File: src/hdl/gic_pkg.sv
// Shared types, constants and the edge tracker function of the gamepad input conditioner.
// No dependencies.
package gic_pkg;

	localparam int NUM_BTN = 14;
	localparam int NUM_DIR = 8;
	localparam int NUM_TRG = 2;
	localparam int AXIS_W  = 16;
	localparam int DZ_W    = 15;
	localparam int TRG_W   = 8;
	localparam int BTN_W   = 16;
	localparam int CFG_W   = 15;

	localparam logic [1:0] ST_OFF      = 2'd0;
	localparam logic [1:0] ST_PRESSED  = 2'd1;
	localparam logic [1:0] ST_HELD     = 2'd2;
	localparam logic [1:0] ST_RELEASED = 2'd3;

	localparam logic CFG_STICK_DZ = 1'b0;
	localparam logic CFG_TRIG_DZ  = 1'b1;

	localparam logic [DZ_W-1:0]  STICK_DZ_RST = 15'd7864;
	localparam logic [TRG_W-1:0] TRIG_DZ_RST  = 8'd61;

	localparam logic signed [AXIS_W-1:0] AXIS_MIN     = 16'sh8000;
	localparam logic signed [AXIS_W-1:0] AXIS_MIN_CLP = 16'sh8001;

	localparam logic [3:0] BTN_MAP [NUM_BTN] = '{
		4'd12, 4'd13, 4'd14, 4'd15, 4'd9, 4'd10, 4'd5,
		4'd4, 4'd6, 4'd7, 4'd2, 4'd3, 4'd0, 4'd1
	};

	typedef struct packed {
		logic left;
		logic right;
		logic down;
		logic up;
	} dir_lvl_t;

	typedef struct packed {
		dir_lvl_t                   dir;
		logic signed [AXIS_W-1:0]   x;
		logic signed [AXIS_W-1:0]   y;
	} stick_res_t;

	function automatic logic [1:0] track_next(input logic level, input logic [1:0] old);
		logic was_down;
		was_down = old[1] ^ old[0];
		if (level) begin
			return was_down ? ST_HELD : ST_PRESSED;
		end
		return was_down ? ST_RELEASED : ST_OFF;
	endfunction

endpackage

File: src/hdl/gic_stick.sv
// Dead zone and direction decode for one analog stick.
// Depends on gic_pkg.
module gic_stick (
	input  logic signed [gic_pkg::AXIS_W-1:0] x,
	input  logic signed [gic_pkg::AXIS_W-1:0] y,
	input  logic        [gic_pkg::DZ_W-1:0]   dz,
	output gic_pkg::stick_res_t               res
);
	import gic_pkg::*;

	logic signed [AXIS_W:0] x_e;
	logic signed [AXIS_W:0] y_e;
	logic signed [AXIS_W:0] dz_p;
	logic signed [AXIS_W:0] dz_n;
	logic x_lt, x_gt, y_lt, y_gt;
	logic neutral;

	always_comb begin
		x_e  = {x[AXIS_W-1], x};
		y_e  = {y[AXIS_W-1], y};
		dz_p = {{(AXIS_W+1-DZ_W){1'b0}}, dz};
		dz_n = -dz_p;
		x_lt = x_e < dz_n;
		x_gt = x_e > dz_p;
		y_lt = y_e < dz_n;
		y_gt = y_e > dz_p;
		neutral = !(x_lt || x_gt || y_lt || y_gt);
		res.dir.left  = x_lt;
		res.dir.right = x_gt;
		res.dir.down  = y_lt;
		res.dir.up    = y_gt;
		res.x = neutral ? '0 : x;
		res.y = neutral ? '0 : y;
	end

endmodule

File: src/hdl/gamepad_input_conditioner_unit.sv
// Top level of the gamepad input conditioner: input stage, trackers and held levels.
// Depends on gic_pkg and gic_stick.
//
// Usage:
// - Config port: cfg_we writes cfg_data into register cfg_index (0 stick dead
//   zone, 1 trigger dead zone) at the clock edge. Write only while idle.
// - Input channel: a request moves when in_valid is high and in_stall is low.
//   Each request is one polled frame; poll_ok low repeats the held result.
// - Output channel: one result per request, moved when out_valid is high and
//   out_stall is low.
// - Registers: an accepted request goes to the input register, then to the result
//   register, which raises out_valid (one input register, one result register).
// - Throughput: one request per cycle unless stalled; the tracker update is a
//   single pass of short compare logic between input and result registers.
// - Stall: a stalled result holds; the input register still takes one more
//   request, then in_stall rises until the result is taken.
// - Reset: all trackers off, held levels zero, dead zones 7864 and 61,
//   both channels empty.
module gamepad_input_conditioner_unit (
	input  logic                               clk,
	input  logic                               arst_n,
	input  logic                               cfg_we,
	input  logic                               cfg_index,
	input  logic        [gic_pkg::CFG_W-1:0]   cfg_data,
	input  logic                               in_valid,
	output logic                               in_stall,
	input  logic                               poll_ok,
	input  logic        [gic_pkg::BTN_W-1:0]   button_bits,
	input  logic signed [gic_pkg::AXIS_W-1:0]  left_x,
	input  logic signed [gic_pkg::AXIS_W-1:0]  left_y,
	input  logic signed [gic_pkg::AXIS_W-1:0]  right_x,
	input  logic signed [gic_pkg::AXIS_W-1:0]  right_y,
	input  logic        [gic_pkg::TRG_W-1:0]   left_trigger,
	input  logic        [gic_pkg::TRG_W-1:0]   right_trigger,
	output logic                               out_valid,
	input  logic                               out_stall,
	output logic        [2*gic_pkg::NUM_BTN-1:0] button_states,
	output logic        [2*gic_pkg::NUM_DIR-1:0] direction_states,
	output logic        [2*gic_pkg::NUM_TRG-1:0] trigger_states,
	output logic signed [gic_pkg::AXIS_W-1:0]  out_left_x,
	output logic signed [gic_pkg::AXIS_W-1:0]  out_left_y,
	output logic signed [gic_pkg::AXIS_W-1:0]  out_right_x,
	output logic signed [gic_pkg::AXIS_W-1:0]  out_right_y,
	output logic        [gic_pkg::TRG_W-1:0]   out_left_trigger,
	output logic        [gic_pkg::TRG_W-1:0]   out_right_trigger
);
	import gic_pkg::*;

	logic [DZ_W-1:0]  stick_dz_q;
	logic [TRG_W-1:0] trig_dz_q;

	logic                     valid_s1;
	logic                     poll_ok_s1;
	logic [BTN_W-1:0]         button_bits_s1;
	logic signed [AXIS_W-1:0] left_x_s1;
	logic signed [AXIS_W-1:0] left_y_s1;
	logic signed [AXIS_W-1:0] right_x_s1;
	logic signed [AXIS_W-1:0] right_y_s1;
	logic [TRG_W-1:0]         left_trg_s1;
	logic [TRG_W-1:0]         right_trg_s1;

	logic                     out_valid_q;
	logic [1:0]               btn_trk_q [NUM_BTN];
	logic [1:0]               dir_trk_q [NUM_DIR];
	logic [1:0]               trg_trk_q [NUM_TRG];
	logic signed [AXIS_W-1:0] lx_q, ly_q, rx_q, ry_q;
	logic [TRG_W-1:0]         lt_q, rt_q;

	logic                     adv;
	logic                     in_acc;
	logic                     upd;
	logic signed [AXIS_W-1:0] lx_c, ly_c;
	stick_res_t               left_res, right_res;
	logic [NUM_DIR-1:0]       dir_lvl;
	logic                     lt_on, rt_on;

	always_ff @(posedge clk or negedge arst_n) begin
		if (!arst_n) begin
			stick_dz_q <= STICK_DZ_RST;
			trig_dz_q  <= TRIG_DZ_RST;
		end else if (cfg_we) begin
			unique case (cfg_index)
				CFG_STICK_DZ: stick_dz_q <= cfg_data[DZ_W-1:0];
				CFG_TRIG_DZ:  trig_dz_q  <= cfg_data[TRG_W-1:0];
				default: ;
			endcase
		end
	end

	assign adv      = !out_valid_q || !out_stall;
	assign in_stall = valid_s1 && !adv;
	assign in_acc   = in_valid && !in_stall;
	assign upd      = valid_s1 && adv && poll_ok_s1;

	always_ff @(posedge clk or negedge arst_n) begin
		if (!arst_n) begin
			valid_s1 <= 1'b0;
		end else if (!in_stall) begin
			valid_s1 <= in_valid;
		end
	end

	always_ff @(posedge clk) begin
		if (in_acc) begin
			poll_ok_s1     <= poll_ok;
			button_bits_s1 <= button_bits;
			left_x_s1      <= left_x;
			left_y_s1      <= left_y;
			right_x_s1     <= right_x;
			right_y_s1     <= right_y;
			left_trg_s1    <= left_trigger;
			right_trg_s1   <= right_trigger;
		end
	end

	assign lx_c = (left_x_s1 == AXIS_MIN) ? AXIS_MIN_CLP : left_x_s1;
	assign ly_c = (left_y_s1 == AXIS_MIN) ? AXIS_MIN_CLP : left_y_s1;

	gic_stick u_left (
		.x   (lx_c),
		.y   (ly_c),
		.dz  (stick_dz_q),
		.res (left_res)
	);

	gic_stick u_right (
		.x   (right_x_s1),
		.y   (right_y_s1),
		.dz  (stick_dz_q),
		.res (right_res)
	);

	assign dir_lvl = {right_res.dir.up, right_res.dir.down, right_res.dir.right,
		right_res.dir.left, left_res.dir.up, left_res.dir.down, left_res.dir.right,
		left_res.dir.left};
	assign lt_on = left_trg_s1 > trig_dz_q;
	assign rt_on = right_trg_s1 > trig_dz_q;

	always_ff @(posedge clk or negedge arst_n) begin
		if (!arst_n) begin
			out_valid_q <= 1'b0;
		end else if (adv) begin
			out_valid_q <= valid_s1;
		end
	end

	always_ff @(posedge clk or negedge arst_n) begin
		if (!arst_n) begin
			for (int i = 0; i < NUM_BTN; i++) begin
				btn_trk_q[i] <= ST_OFF;
			end
			for (int i = 0; i < NUM_DIR; i++) begin
				dir_trk_q[i] <= ST_OFF;
			end
			for (int i = 0; i < NUM_TRG; i++) begin
				trg_trk_q[i] <= ST_OFF;
			end
			lx_q <= '0;
			ly_q <= '0;
			rx_q <= '0;
			ry_q <= '0;
			lt_q <= '0;
			rt_q <= '0;
		end else if (upd) begin
			for (int i = 0; i < NUM_BTN; i++) begin
				btn_trk_q[i] <= track_next(button_bits_s1[BTN_MAP[i]], btn_trk_q[i]);
			end
			for (int i = 0; i < NUM_DIR; i++) begin
				dir_trk_q[i] <= track_next(dir_lvl[i], dir_trk_q[i]);
			end
			trg_trk_q[0] <= track_next(lt_on, trg_trk_q[0]);
			trg_trk_q[1] <= track_next(rt_on, trg_trk_q[1]);
			lx_q <= left_res.x;
			ly_q <= left_res.y;
			rx_q <= right_res.x;
			ry_q <= right_res.y;
			lt_q <= lt_on ? left_trg_s1 : '0;
			rt_q <= rt_on ? right_trg_s1 : '0;
		end
	end

	always_comb begin
		for (int i = 0; i < NUM_BTN; i++) begin
			button_states[2*i +: 2] = btn_trk_q[i];
		end
		for (int i = 0; i < NUM_DIR; i++) begin
			direction_states[2*i +: 2] = dir_trk_q[i];
		end
		for (int i = 0; i < NUM_TRG; i++) begin
			trigger_states[2*i +: 2] = trg_trk_q[i];
		end
	end

	assign out_valid         = out_valid_q;
	assign out_left_x        = lx_q;
	assign out_left_y        = ly_q;
	assign out_right_x       = rx_q;
	assign out_right_y       = ry_q;
	assign out_left_trigger  = lt_q;
	assign out_right_trigger = rt_q;

endmodule

File: config.mk
export PLATFORM = sky130hd
export DESIGN_NAME = gamepad_input_conditioner_unit
export DESIGN_NICKNAME = d
export VERILOG_FILES = /design/src/hdl/gic_pkg.sv /design/src/hdl/gic_stick.sv /design/src/hdl/gamepad_input_conditioner_unit.sv
export SDC_FILE = /design/constraint.sdc
export NUM_CORES = 1
export LEC_CHECK = 0
export BUFFER_PORTS_ARGS = -buffer_cell sky130_fd_sc_hd__buf_4
export CORE_AREA = 8 8 165 167
export CTS_BUF_LIST = sky130_fd_sc_hd__clkbuf_16
export CTS_CLUSTER_DIAMETER = 60
export DETAILED_ROUTE_END_ITERATION = 12
export DIE_AREA = 0 0 173 175
export PLACE_DENSITY = 0.81
export REMOVE_ABC_BUFFERS = 1
export SYNTH_ARGS = -nofsm -noshare
export SYNTH_HDL_FRONTEND = slang
export SYNTH_HIERARCHICAL = 1
export SYNTH_SLANG_ARGS = --single-unit
File: constraint.sdc
create_clock -name clk -period 4.6 [get_ports clk]
set_input_delay 0.46 -clock clk [delete_from_list [all_inputs] [get_ports clk]]
set_output_delay 0.46 -clock clk [all_outputs]
set_load 0.02 [all_outputs]
Yosys cells after proc, flatten, opt, wreduce, memory -nomap -nowiden
Index checks and enable logic that the tools add are counted.

word-level totals
  register bits after elaboration = 250
  bits of input ports = 118
  output and inout port bits = 130
  logic and storage cells = 249

operators by class
  add/subtract/negate cells = 1
  order comparisons = 10
  equal/unequal tests = 2
  muxes and demuxes = 152
  bitwise gates (word level) = 25
  reductions and logical operators = 17

operator list
  operator                               number
  two-way mux 2 bit                      96
  two-way mux 16 bit                     6
  less-than comparator 16 x 17 -> 1 bit  4
  greater-than comparator 16 bit         4
  two-way mux 1 bit                      48
  == test 16 bit, second input constant  2
  bitwise XOR 1 bit                      24
  negation 15 -> 17 bit                  1
  greater-than comparator 8 bit          2
  two-way mux 8 bit                      2
  logical OR 1 bit                       7
  logical AND 1 bit                      4
  zero test 1 bit                        4
  AND reduction 2 bit                    2
  inverter 1 bit                         1

Longest topological paths before layout
Gate-level depths: netlist (run 1).

  depth after elaboration = 7
  gate-level depth with buffers = 17
  gate-level depth less buffers = 15

By module
Netlist (run 1), hierarchy kept.

modules (own cells, without submodules)
  module                          times used  cells an instance  area an instance (um^2)  sequential area each (um^2)
  gamepad_input_conditioner_unit  1           731                9,449.1                  6,697.7
  gic_stick                       2           300                2,167.1                  0.0

Worst setup path before layout (run 1)
Ideal clock, no wire load.

  kind = reg-to-reg
  from = reg stick_dz_q[3]
  to = reg rx_q[0], in the netlist out_right_x[0]
  library setup time = 0.117 ns
  arrival = 3.504 ns
  required time = 4.483 ns
  path slack = 0.980 ns
  cell stages (with the launch flop) = 16
  path buffers = 1
  period minus slack after synthesis = 3.620 ns
  cells stage by stage = dfstp_2 nor4_2 nand2_1 or4_1 xnor2_1 ha_1 nand2_1 o21bai_1 or3_1 o211a_1 o31a_1 a221oi_4 buf_6 a31oi_1 nand2_1 nand2_1

RTL lines
  element                   RTL line                               text
  start: declaration        gamepad_input_conditioner_unit.sv:49   logic [DZ_W-1:0] stick_dz_q;
  start signal: assignment  gamepad_input_conditioner_unit.sv:83   CFG_STICK_DZ: stick_dz_q <= cfg_data[DZ_W-1:0];
  end signal: assignment    gamepad_input_conditioner_unit.sv:175  rx_q <= right_res.x;
  end: declaration          gamepad_input_conditioner_unit.sv:66   logic signed [AXIS_W-1:0] lx_q, ly_q, rx_q, ry_q;

==> flow_metrics.py, run 1 <==
metrics = {
    "routing": {
        "vias": 10650,
        "drt_wl_total_um": 36440,
        "drt_first_pass_iters": 5,
        "wl_per_cell_um": 19.18,
        "drc": 0,
        "drtIter0Drc": 719,
        "final_antenna_net_count": 0,
        "vias_per_cell": 5.605,
    },
    "clock_tree": {
        "cts_tree": "done",
        "htreeDepth": 1,
        "cts-resized-gates": 0,
        "clkTransAtPathRegs_ns": 0.06,
        "numClockSinks": 248,
        "clockRootBuffer": "clkbuf_16",
        "numCtsBuffers": 29,
        "cts_buffer_depth": 3,
        "insertion_delay_ns": 0.56,
    },
    "setup_path": {
        "start_kind": "register",
        "path_delay_family": "simple AND/OR/NAND/NOR gates",
        "rr_worst_depth": 16,
        "r2r-start": "stick_dz_q[8]",
        "timing.critical_path.buf_inv": 1,
        "cp.required_ns": 5.03,
        "critPathSlowestCell": "or4_1",
        "cpPeakStageDelay_ns": 0.61,
        "r2r_slack_ns": 0.35,
        "crit_type": "reg -> reg",
        "r2r-end": "out_left_y[0]",
        "worstPathCellList": "or4_1 > nor2_1 > nand3_1 > nor4_1 > xnor2_1 > ha_1 > and4_1 > o2111ai_1 > nor3_1 > o311a_1 > nor3_1 > a221oi_4 > buf_4 > a31oi_1 > nand2_1 > nand2_1",
        "critical_path.max_fanout": 32,
        "worstSetupEndpointType": "register",
        "worst-endpoint-arrival_ns": 4.68,
    },
    "timing": {
        "period_minus_slack_ns": 4.248,
        "setup_slack_ns": 0.3523,
        "rsz0062_at_grt": "false",
        "skew_ns": 0.01181,
        "finalHoldViolCount": 0,
        "setup_viol": 0,
        "fin_tns_setup_ns": 0,
        "tightest_slew_ns": 1.006,
        "max_freq_mhz": 235.4,
        "drv_slew": 0,
        "fin_crit_sh_pct": 92.34,
        "relSlewSlack_pct": 32.93,
    },
    "die": {
        "die_area_um2": 30280,
        "die_width_um": 173,
        "start_util_pct": 55.86,
        "fp-row-count": 58,
        "dieHeight_um": 175,
        "core_um2": 24670,
        "io_pins": 248,
    },
    "yosys": {
        "synth-xor-area-share_pct": 5.846,
        "synth_fa_ha_area_share_pct": 12.16,
        "muxShareOfSynthArea_pct": 1.879,
        "seq_area_frac_synth_pct": 48.59,
        "synth_enable_flop_cells": 95,
        "synth.cell_area_um2": 13780,
        "avgSynthCellArea_um2": 10.36,
        "synth_top_area_cell": "dfrtp_1",
        "synth_top_family_by_area": "simple AND/OR/NAND/NOR gates",
        "synth_most_common_cell": "nand2_1",
        "synth_compound_area_share_pct": 11.49,
        "synth.area.top_cells": "dfrtp_1, edfxtp_1, ha_1",
        "yosys.area.top_type_share_pct": 25.42,
        "synthSimpleGateAreaFrac_pct": 13.72,
        "async_flop_share_pct": 61.69,
        "synth_common_cells": "nand2_1, dfrtp_1, ha_1",
        "ys.flop_type": "dfrtp_1",
        "synth_warnings": 6,
        "synth-seq-cells": 248,
        "yosysUniqueCellTypes": 58,
        "syn-instance-count": 1331,
    },
    "power_and_ir_drop": {
        "ir_drop_v": 0.0005468,
        "pwr-share-clk_pct": 27.8,
        "powerDensity_nw_per_um2": 494.7,
        "combPwrFrac_pct": 32.8,
        "switching_share_pct": 35.47,
        "internal_power_w": 0.005355,
        "leakagePower_nw": 8.080,
        "p_switching_w": 0.002944,
        "seqPwrFrac_pct": 39.5,
    },
    "placement": {
        "place_congestion": 0.9211,
        "hpwlAfterDp_um": 26990,
        "dpl_worst_slack_ns": 0.4851,
        "io_buffer_count": 245,
    },
    "final_layout": {
        "area_delta_synth_final_pct": 21.72,
        "drive_gt1_share_pct": 23.74,
        "regArea_um2": 6698,
        "nFillCells": 1891,
        "multiInputGateArea_um2": 6243,
        "nets": 1796,
    },
    "status": {
        "status": "complete, no violations",
    },
    "hold_path": {
        "worstHoldStart": "left_x[5]",
        "holdPathEnd": "left_x_s1[5]",
        "whs_path_depth": 1,
        "hold_class": "in -> reg",
    },
    "run": {
        "cap_violations": 0,
    },
    "global_routing": {
        "grt_max_degree": 92,
        "grt_pass1_wl_um": 58780,
        "grt.total_usage_pct": 23.66,
        "gr-total-overflow": 0,
        "grt_pass1_vias": 11100,
        "antenna_found_initial": 3,
    },
}
cell families (layout without fill, tap and decap cells):
group	after synthesis	in the layout
XOR/XNOR	92	92
multiplexers	23	23
other	0	3
flip-flops	248	248
AND/OR/NAND/NOR	413	413
AO/OA/AOI/OAI	222	222
buffers and inverters	199	435
adder cells (fa/ha/maj)	134	134
power groups by stage:
| stage | logic, W | registers (W) | clock network [W] |
|---|---|---|---|
| after global routing | 0.00297 | 0.00335 | 0.00243 |
| after detailed placement | 0.00272 | 0.00330 | 0 |
| after floorplan | 0.00115 | 0.00366 | 0 |
| after CTS | 0.00274 | 0.00327 | 0.00235 |
| after global placement | 0.00263 | 0.00327 | 0 |
| final | 0.00272 | 0.00328 | 0.00230 |
cell usage in the layout (no fill, tap or decap), drive strengths merged, types with 9 or more instances in the layout:
master	instances
xnor2	68
clkbuf	31
clkinv	9
o21ai	20
dfstp	13
nand4	12
mux2	23
nand2	268
edfxtp	95
nor2	18
ha	134
a21oi	34
a21o	22
nor4	20
dfrtp	140
buf	264
a31oi	68
nor2b	17
xor2	24
nand3	30
inv	128
a22o	18
registers in the layout, indices dropped and copies added (netlist names):
name / cells
button_states: 28
left_y_s1: 16
out_left_y: 16
valid_s1: 1
direction_states: 16
out_right_y: 16
button_bits_s1: 14
out_right_x: 16
poll_ok_s1: 1
out_valid: 1
out_left_trigger: 8
left_x_s1: 16
right_y_s1: 16
right_trg_s1: 8
trigger_states: 4
out_left_x: 16
trig_dz_q: 8
right_x_s1: 16
left_trg_s1: 8
stick_dz_q: 15
out_right_trigger: 8
per-layer routing:
metal  global-route usage (%)  vias to the layer above  part of all wire [%]
met5                        0                        -                     0
met4                    6.863                        0                   2.3
met3                    6.540                       63                   8.5
met2                    39.39                      388                    48
met1                    29.78                     5118                    41
li1                         -                     5081                     -
worst max path at each step:
stage,depth (start not counted),slack (ns),to,startpoint
after floorplan,14,0.60,out_left_x[0],stick_dz_q[3]
after global placement,16,0.54,out_right_y[3],stick_dz_q[8]
after global routing,16,0.08,out_left_y[0],stick_dz_q[8]
final,16,0.35,out_left_y[0],stick_dz_q[8]
after detailed placement,16,0.49,out_right_x[5],stick_dz_q[8]
after CTS,16,0.47,out_left_y[0],stick_dz_q[8]
worst reg2reg max path: stages (launching register included):
cell	delay, ns
dfrtp_1	0.45
or4_1	0.61
nor2_1	0.17
nand3_1	0.15
nor4_1	0.33
xnor2_1	0.18
ha_1	0.32
and4_1	0.24
o2111ai_1	0.14
nor3_1	0.25
o311a_1	0.25
nor3_1	0.09
a221oi_4	0.25
buf_4	0.36
a31oi_1	0.18
nand2_1	0.10
nand2_1	0.06
repair_timing:
item / CTS / global route
endpoints found under the hold margin: 62 / 0
setup buffers: 0 / 0
hold buffers: 1 / 0
per-stage QoR:
| stage | std cells | power (W) | util, % | area (um^2) | hold WS (ns) |
|---|---|---|---|---|---|
| after detailed placement | 1842 | 0.006014 | 63.99 | 15790 | 0.4636 |
| after global routing | 1900 | 0.008741 | 68.00 | 16780 | 0.05694 |
| after CTS | 1897 | 0.008365 | 67.97 | 16770 | 0.05192 |
| after global placement | 1842 | 0.005903 | 63.99 | 15790 | 0.4594 |
| after floorplan | 1248 | 0.004817 | - | 13350 | 0.1644 |
| final | 1900 | 0.008299 | 68.00 | 16780 | 0.07641 |
cell type report:
cell class,instances,area share (%)
flip-flops and latches,248,39.92
multi-input cells,884,37.21
repair buffers,265,11.97
clock buffers,31,4.624
inverters,116,2.595
well taps,330,2.461
clock inverters,23,1.171
diodes,3,0.04475
No activity file was read; power rests on OpenSTA's default activity.
==> inputs of run 2 (changes only) <==
- CORE_AREA: 8 8 165 167 -> 8 8 174 176
- DIE_AREA: 0 0 173 175 -> 0 0 182 184
- PLACE_DENSITY: 0.81 -> 0.77
- clock period: 4.6 -> 3.45 ns (I/O delays scaled with it)
==> flow_metrics.py, run 2 (synthesis results as in run 1) <==
metrics = {
    "timing": {
        "tightest_slew_ns": 0.7043,
        "rsz0062_at_grt": "true",
        "setup_viol": 68,
        "fin_crit_sh_pct": 110.6,
        "drv_slew": 0,
        "max_freq_mhz": 262.1,
        "skew_ns": 0.01161,
        "setup_slack_ns": -0.3648,
        "relSlewSlack_pct": 53.05,
        "period_minus_slack_ns": 3.815,
        "finalHoldViolCount": 0,
    },
    "setup_path": {
        "timing.critical_path.buf_inv": 2,
        "worstSetupEndpointType": "register",
        "worst-endpoint-arrival_ns": 4.24,
        "critPathSlowestCell": "or4_1",
        "start_kind": "register",
        "worstPathCellList": "or4_1 > nor2_2 > nand3_1 > nor4_2 > xnor2_1 > ha_1 > and4_1 > o2111ai_1 > nor3_2 > o311a_1 > nor3_2 > a221oi_4 > buf_6 > buf_16 > a31oi_1 > nand2_1 > nand2_1",
        "critical_path.max_fanout": 16,
        "cp.required_ns": 3.88,
        "crit_type": "reg -> reg",
        "cpPeakStageDelay_ns": 0.59,
        "path_delay_family": "simple AND/OR/NAND/NOR gates",
    },
    "die": {
        "die_area_um2": 33490,
        "core_um2": 27480,
        "start_util_pct": 50.16,
        "die_width_um": 182,
        "fp-row-count": 61,
        "dieHeight_um": 184,
        "io_pins": 248,
    },
    "final_layout": {
        "area_delta_synth_final_pct": 35.51,
        "final_util_pct": 67.98,
        "postLayoutCellArea_um2": 18680,
        "diodes": 0,
        "final_common_cell": "buf_4",
        "drive_gt1_share_pct": 27.34,
        "nets": 1982,
        "nFillCells": 2033,
        "final_cell_mix": "buf_4, nand2_1, dfrtp_1, ha_1, inv_1",
        "largest_reg_flops": 28,
    },
    "global_routing": {
        "gr-total-overflow": 0,
        "grt_use_met3_pct": 5.455,
        "grt_pass1_wl_um": 64570,
        "grt_pass1_vias": 12040,
        "grt.total_usage_pct": 23.84,
        "top_usage_layer": "met2",
        "gr-usage-met2_pct": 40.86,
        "grt_max_degree": 67,
        "antenna_found_initial": 0,
        "met1_usage_pct": 30.23,
    },
    "clock_tree": {
        "clockRootBuffer": "clkbuf_16",
        "cts_buffer_depth": 3,
        "numClockSinks": 248,
        "insertion_delay_ns": 0.54,
        "numCtsBuffers": 28,
        "htreeDepth": 1,
        "clkTransAtPathRegs_ns": 0.06,
        "cts_tree": "done",
    },
    "placement": {
        "io_buffer_count": 245,
        "hpwlAfterDp_um": 28790,
        "dpl_worst_slack_ns": -0.4352,
        "postPlaceCellArea_um2": 16470,
        "place_congestion": 0.9219,
    },
    "power_and_ir_drop": {
        "powerDensity_nw_per_um2": 605.1,
        "leakagePower_nw": 8.984,
        "power_w": 0.01130,
        "ir_drop_v": 0.0005552,
    },
    "hold_path": {
        "hold_class": "in -> reg",
    },
    "run": {
        "cap_violations": 0,
    },
    "routing": {
        "drt_wl_total_um": 40790,
        "vias": 11560,
        "drc": 0,
        "drtIter0Drc": 639,
        "vias_per_cell": 5.512,
        "drt_first_pass_iters": 5,
        "final_antenna_net_count": 0,
        "wl_per_cell_um": 19.44,
    },
    "status": {
        "violations": "setup timing",
        "status": "finished, violations left",
    },
}
==> run 2: cell count changes in the layout (fill, tap and decap cells not counted), moves of 3 or more <==
cell           before  now
nor4_1             16   13
nor3_2              0    4
buf_12              1    7
buf_6               1    5
diode_2             3    0
buf_16              0    3
dlygate4sd3_1       1   97
clkinv_1            4    8
inv_1             118  121
xnor2_1            68   65
buf_4             262  338
xnor2_2             0    3
nor3_1              8    4
==> run 2: worst reg2reg max path, stage by stage (launching register included) <==
cell,delay (ns)
dfrtp_1,0.37
or4_1,0.59
nor2_2,0.17
nand3_1,0.13
nor4_2,0.20
xnor2_1,0.14
ha_1,0.31
and4_1,0.23
o2111ai_1,0.13
nor3_2,0.20
o311a_1,0.25
nor3_2,0.08
a221oi_4,0.35
buf_6,0.16
buf_16,0.14
a31oi_1,0.13
nand2_1,0.08
nand2_1,0.06
==> run 2: stage by stage <==
| stage | TNS [ns] | std cells | hold slack [ns] |
|---|---|---|---|
| floorplan | -35.90 | 1248 | 0.04941 |
| global placement | -15.46 | 1936 | 0.3710 |
| detailed placement | -23.86 | 1936 | 0.3743 |
| CTS | -15.53 | 2095 | 0.01281 |
| global route | -34.10 | 2098 | 0.01790 |
| finish | -19.53 | 2098 | 0.04047 |
==> run 2: path summary, 6_finish.rpt <==
kind | startpoint | endpoint | slack [ns] | cells past startpoint
worst max-delay path | stick_dz_q[8] | out_right_x[13] | -0.36 | 17
worst min-delay path | cfg_data[13] | stick_dz_q[13] | 0.04 | 2
worst max register to register | stick_dz_q[8] | out_right_x[13] | -0.36 | 17
worst min register to register | out_right_y[6] | out_right_y[6] | 0.47 | 2
max in group asynchronous | arst_n | out_right_trigger[1] | 2.24 | 3
min in group asynchronous | arst_n | button_states[13] | 0.36 | 2
==> run 2: what timing repair did <==
| action | CTS | global route |
|---|---|---|
| hold endpoints to repair | 155 | 0 |
| pin swaps | 1 | 3 |
| buffers inserted | 7 | 1 |
| hold buffers | 97 | 0 |
| resized for setup | 26 | 10 |
| setup endpoints to repair | 68 | 68 |
| gates cloned | 3 | 2 |
==> run 2: where the power goes <==
| group | internal, W | switching (W) | leakage [nW] |
|---|---|---|---|
| sequential | 0.00373 | 0.000625 | 2.78 |
| clock | 0.00166 | 0.00118 | 0.463 |
| combinational | 0.00193 | 0.00218 | 5.74 |
| total | 0.00732 | 0.00399 | 8.98 |
==> run 2: cell type report <==
cell class	count	area, um^2	share of cell area (%)
flip-flops and latches	248	6700	35.87
multi-input cells	884	6385	34.18
repair buffers	452	3837	20.55
clock buffers	29	725.7	3.885
inverters	116	435.4	2.331
well taps	346	432.9	2.318
clock inverters	23	161.4	0.8641
==> run 2: per-layer routing <==
layer / up-vias / part of all wire [%]
li1: 5449 / -
met1: 5653 / 43
met2: 398 / 48
met3: 64 / 6.6
met4: 0 / 2.1
met5: - / 0
==> inputs of run 3 (changes only) <==
- CORE_AREA: 8 8 174 176 -> 8 8 167 169
- DIE_AREA: 0 0 182 184 -> 0 0 175 177
- SYNTH_HIERARCHICAL: 1 -> not set
==> flow_metrics.py, run 3 <==
metrics = {
    "die": {
        "fp-row-count": 59,
        "die_area_um2": 30980,
        "core_um2": 25470,
        "die_width_um": 175,
        "io_pins": 248,
        "dieHeight_um": 177,
        "start_util_pct": 48.72,
    },
    "yosys": {
        "yosysUniqueCellTypes": 60,
        "synth.area.top_cells": "dfrtp_1, edfxtp_1, ha_1",
        "ys.flop_type": "dfrtp_1",
        "avgSynthCellArea_um2": 11.34,
        "async_flop_share_pct": 61.69,
        "synth_top_area_cell": "dfrtp_1",
        "synth_enable_flop_cells": 95,
        "synth_common_cells": "nand2_1, dfrtp_1, ha_1",
        "syn-instance-count": 1094,
        "synth.cell_area_um2": 12410,
        "seq_area_frac_synth_pct": 53.98,
        "synth_warnings": 0,
        "synth-seq-cells": 248,
        "yosys.area.top_type_share_pct": 28.23,
        "synth_most_common_cell": "nand2_1",
    },
    "power_and_ir_drop": {
        "powerDensity_nw_per_um2": 613.0,
        "power_w": 0.01088,
        "ir_drop_v": 0.0005699,
        "leakagePower_nw": 7.982,
    },
    "setup_path": {
        "path_delay_family": "simple AND/OR/NAND/NOR gates",
        "critical_path.max_fanout": 5,
        "crit_type": "reg -> reg",
        "timing.critical_path.buf_inv": 3,
        "cp.required_ns": 3.92,
        "crit_path_frequent_cell": "buf_6",
        "critPathSlowestCell": "or4_4",
        "worst-endpoint-arrival_ns": 4.25,
        "worstSetupEndpointType": "register",
        "cpPeakStageDelay_ns": 0.52,
        "cp_num_cells": 17,
        "start_kind": "register",
        "rr_worst_depth": 17,
        "worstPathCellList": "buf_6 > or4_4 > nand2b_4 > nor3_4 > xnor2_2 > ha_1 > nand4_1 > nor3_1 > a211o_1 > maj3_2 > maj3_2 > a21oi_2 > nor3_2 > a21oi_4 > buf_6 > buf_6 > a22o_2",
    },
    "final_layout": {
        "final_cell_mix": "buf_4, nand2_1, dfrtp_1, ha_1, dlygate4sd3_1",
        "area_delta_synth_final_pct": 43.07,
        "drive_gt1_share_pct": 34.48,
        "final_util_pct": 69.70,
        "largest_reg_flops": 28,
        "diodes": 0,
        "final_common_cell": "buf_4",
        "nets": 1765,
        "nFillCells": 1712,
        "finalNonFillerCells": 1872,
    },
    "timing": {
        "setup_viol": 67,
        "skew_ns": 0.008578,
        "fin_tns_setup_ns": -20.64,
        "max_freq_mhz": 264.8,
        "period_minus_slack_ns": 3.776,
        "rsz0062_at_grt": "true",
        "drv_slew": 0,
        "setup_slack_ns": -0.3260,
        "relSlewSlack_pct": 28.85,
        "fin_crit_sh_pct": 109.5,
        "tightest_slew_ns": 1.062,
        "finalHoldViolCount": 0,
    },
    "routing": {
        "drt_first_pass_iters": 5,
        "drt_wl_total_um": 38140,
        "drtIter0Drc": 552,
        "wl_per_cell_um": 20.38,
        "final_antenna_net_count": 0,
        "drc": 0,
        "vias": 10240,
        "vias_per_cell": 5.472,
    },
    "status": {
        "violations": "setup timing",
        "status": "finished, violations left",
    },
    "hold_path": {
        "whs_path_depth": 1,
        "hold_class": "in -> reg",
    },
    "clock_tree": {
        "insertion_delay_ns": 0.54,
        "htreeDepth": 1,
        "clockRootBuffer": "clkbuf_16",
        "numCtsBuffers": 27,
        "clkTransAtPathRegs_ns": 0.06,
        "cts_buffer_depth": 3,
        "cts_tree": "done",
        "numClockSinks": 248,
    },
    "global_routing": {
        "grt_pass1_vias": 11150,
        "gr-total-overflow": 0,
        "antenna_found_initial": 0,
        "grt_pass1_wl_um": 59780,
        "grt.total_usage_pct": 24.06,
        "grt_max_degree": 86,
    },
    "placement": {
        "dp_cells": 1702,
        "dpl_worst_slack_ns": -0.4887,
        "io_buffer_count": 245,
        "place_congestion": 0.8862,
        "hpwlAfterDp_um": 26020,
    },
    "run": {
        "cap_violations": 0,
    },
}
## run 3: cell type report
class / count / area [um^2] / area share (%)
multi-input cells: 746 / 5866 / 33.04
inverters: 41 / 153.9 / 0.8669
repair buffers: 452 / 3784 / 21.31
flip-flops and latches: 248 / 6698 / 37.73
clock buffers: 27 / 675.6 / 3.806
clock inverters: 23 / 156.4 / 0.8810
well taps: 335 / 419.2 / 2.361
## run 3: repair_timing
| action | in CTS | in global routing |
|---|---|---|
| hold buffers | 96 | 0 |
| pin swaps | 39 | 30 |
| resized for setup | 101 | 28 |
| buffers inserted | 24 | 4 |
| setup endpoints to repair | 68 | 68 |
| gates cloned | 5 | 0 |
| endpoints found under the hold margin | 171 | 0 |
## run 3: stage by stage
step	hold WS [ns]	instance area (um^2)
after detailed placement	0.4564	15150
after global routing	0.01250	17750
final	0.02800	17750
after CTS	0.008874	17730
after floorplan	0.04941	12160
after global placement	0.4542	15150
## run 3: logic make-up after synthesis
logic type                 count (synthesis)  synth area share [%]
muxes                                      9                0.8067
DFF                                      248                 53.98
AOI/OAI and AO/OA                        223                 11.89
buffers and inverters                    100                 3.237
adders and majority gates                133                 13.39
xor gates and xnor gates                  81                 5.717
and+or+nand+nor                          300                 10.98
## run 3: worst paths after layout
kind / end / from / slack, ns
worst max-delay path: out_left_y[14] / stick_dz_q[0] / -0.33
worst min-delay path: left_y_s1[0] / left_y[0] / 0.03
worst max register to register: out_left_y[14] / stick_dz_q[0] / -0.33
worst min register to register: out_left_trigger[7] / out_left_trigger[7] / 0.48
max in group asynchronous: stick_dz_q[10] / arst_n / 2.05
min in group asynchronous: out_right_y[15] / arst_n / 0.45
## run 3: routing by layer
layer  routed length (um)  vias to the layer above  part of all wire (%)  GRT usage [%]
li1                     -                     4751                     -              -
met2                19300                      353                    51          42.55
met4                 1316                        0                   3.5          8.690
met5                    0                        -                     0              0
met1                14880                     5049                    39          27.66
met3                 2639                       91                   6.9          6.465
## run 3: report_power, final
part | internal, W | switching (W) | total, W | leakage, nW
logic | 0.00184 | 0.00200 | 0.00385 | 4.77
clock network | 0.00157 | 0.00117 | 0.00274 | 0.436
registers | 0.00371 | 0.000584 | 0.00430 | 2.77
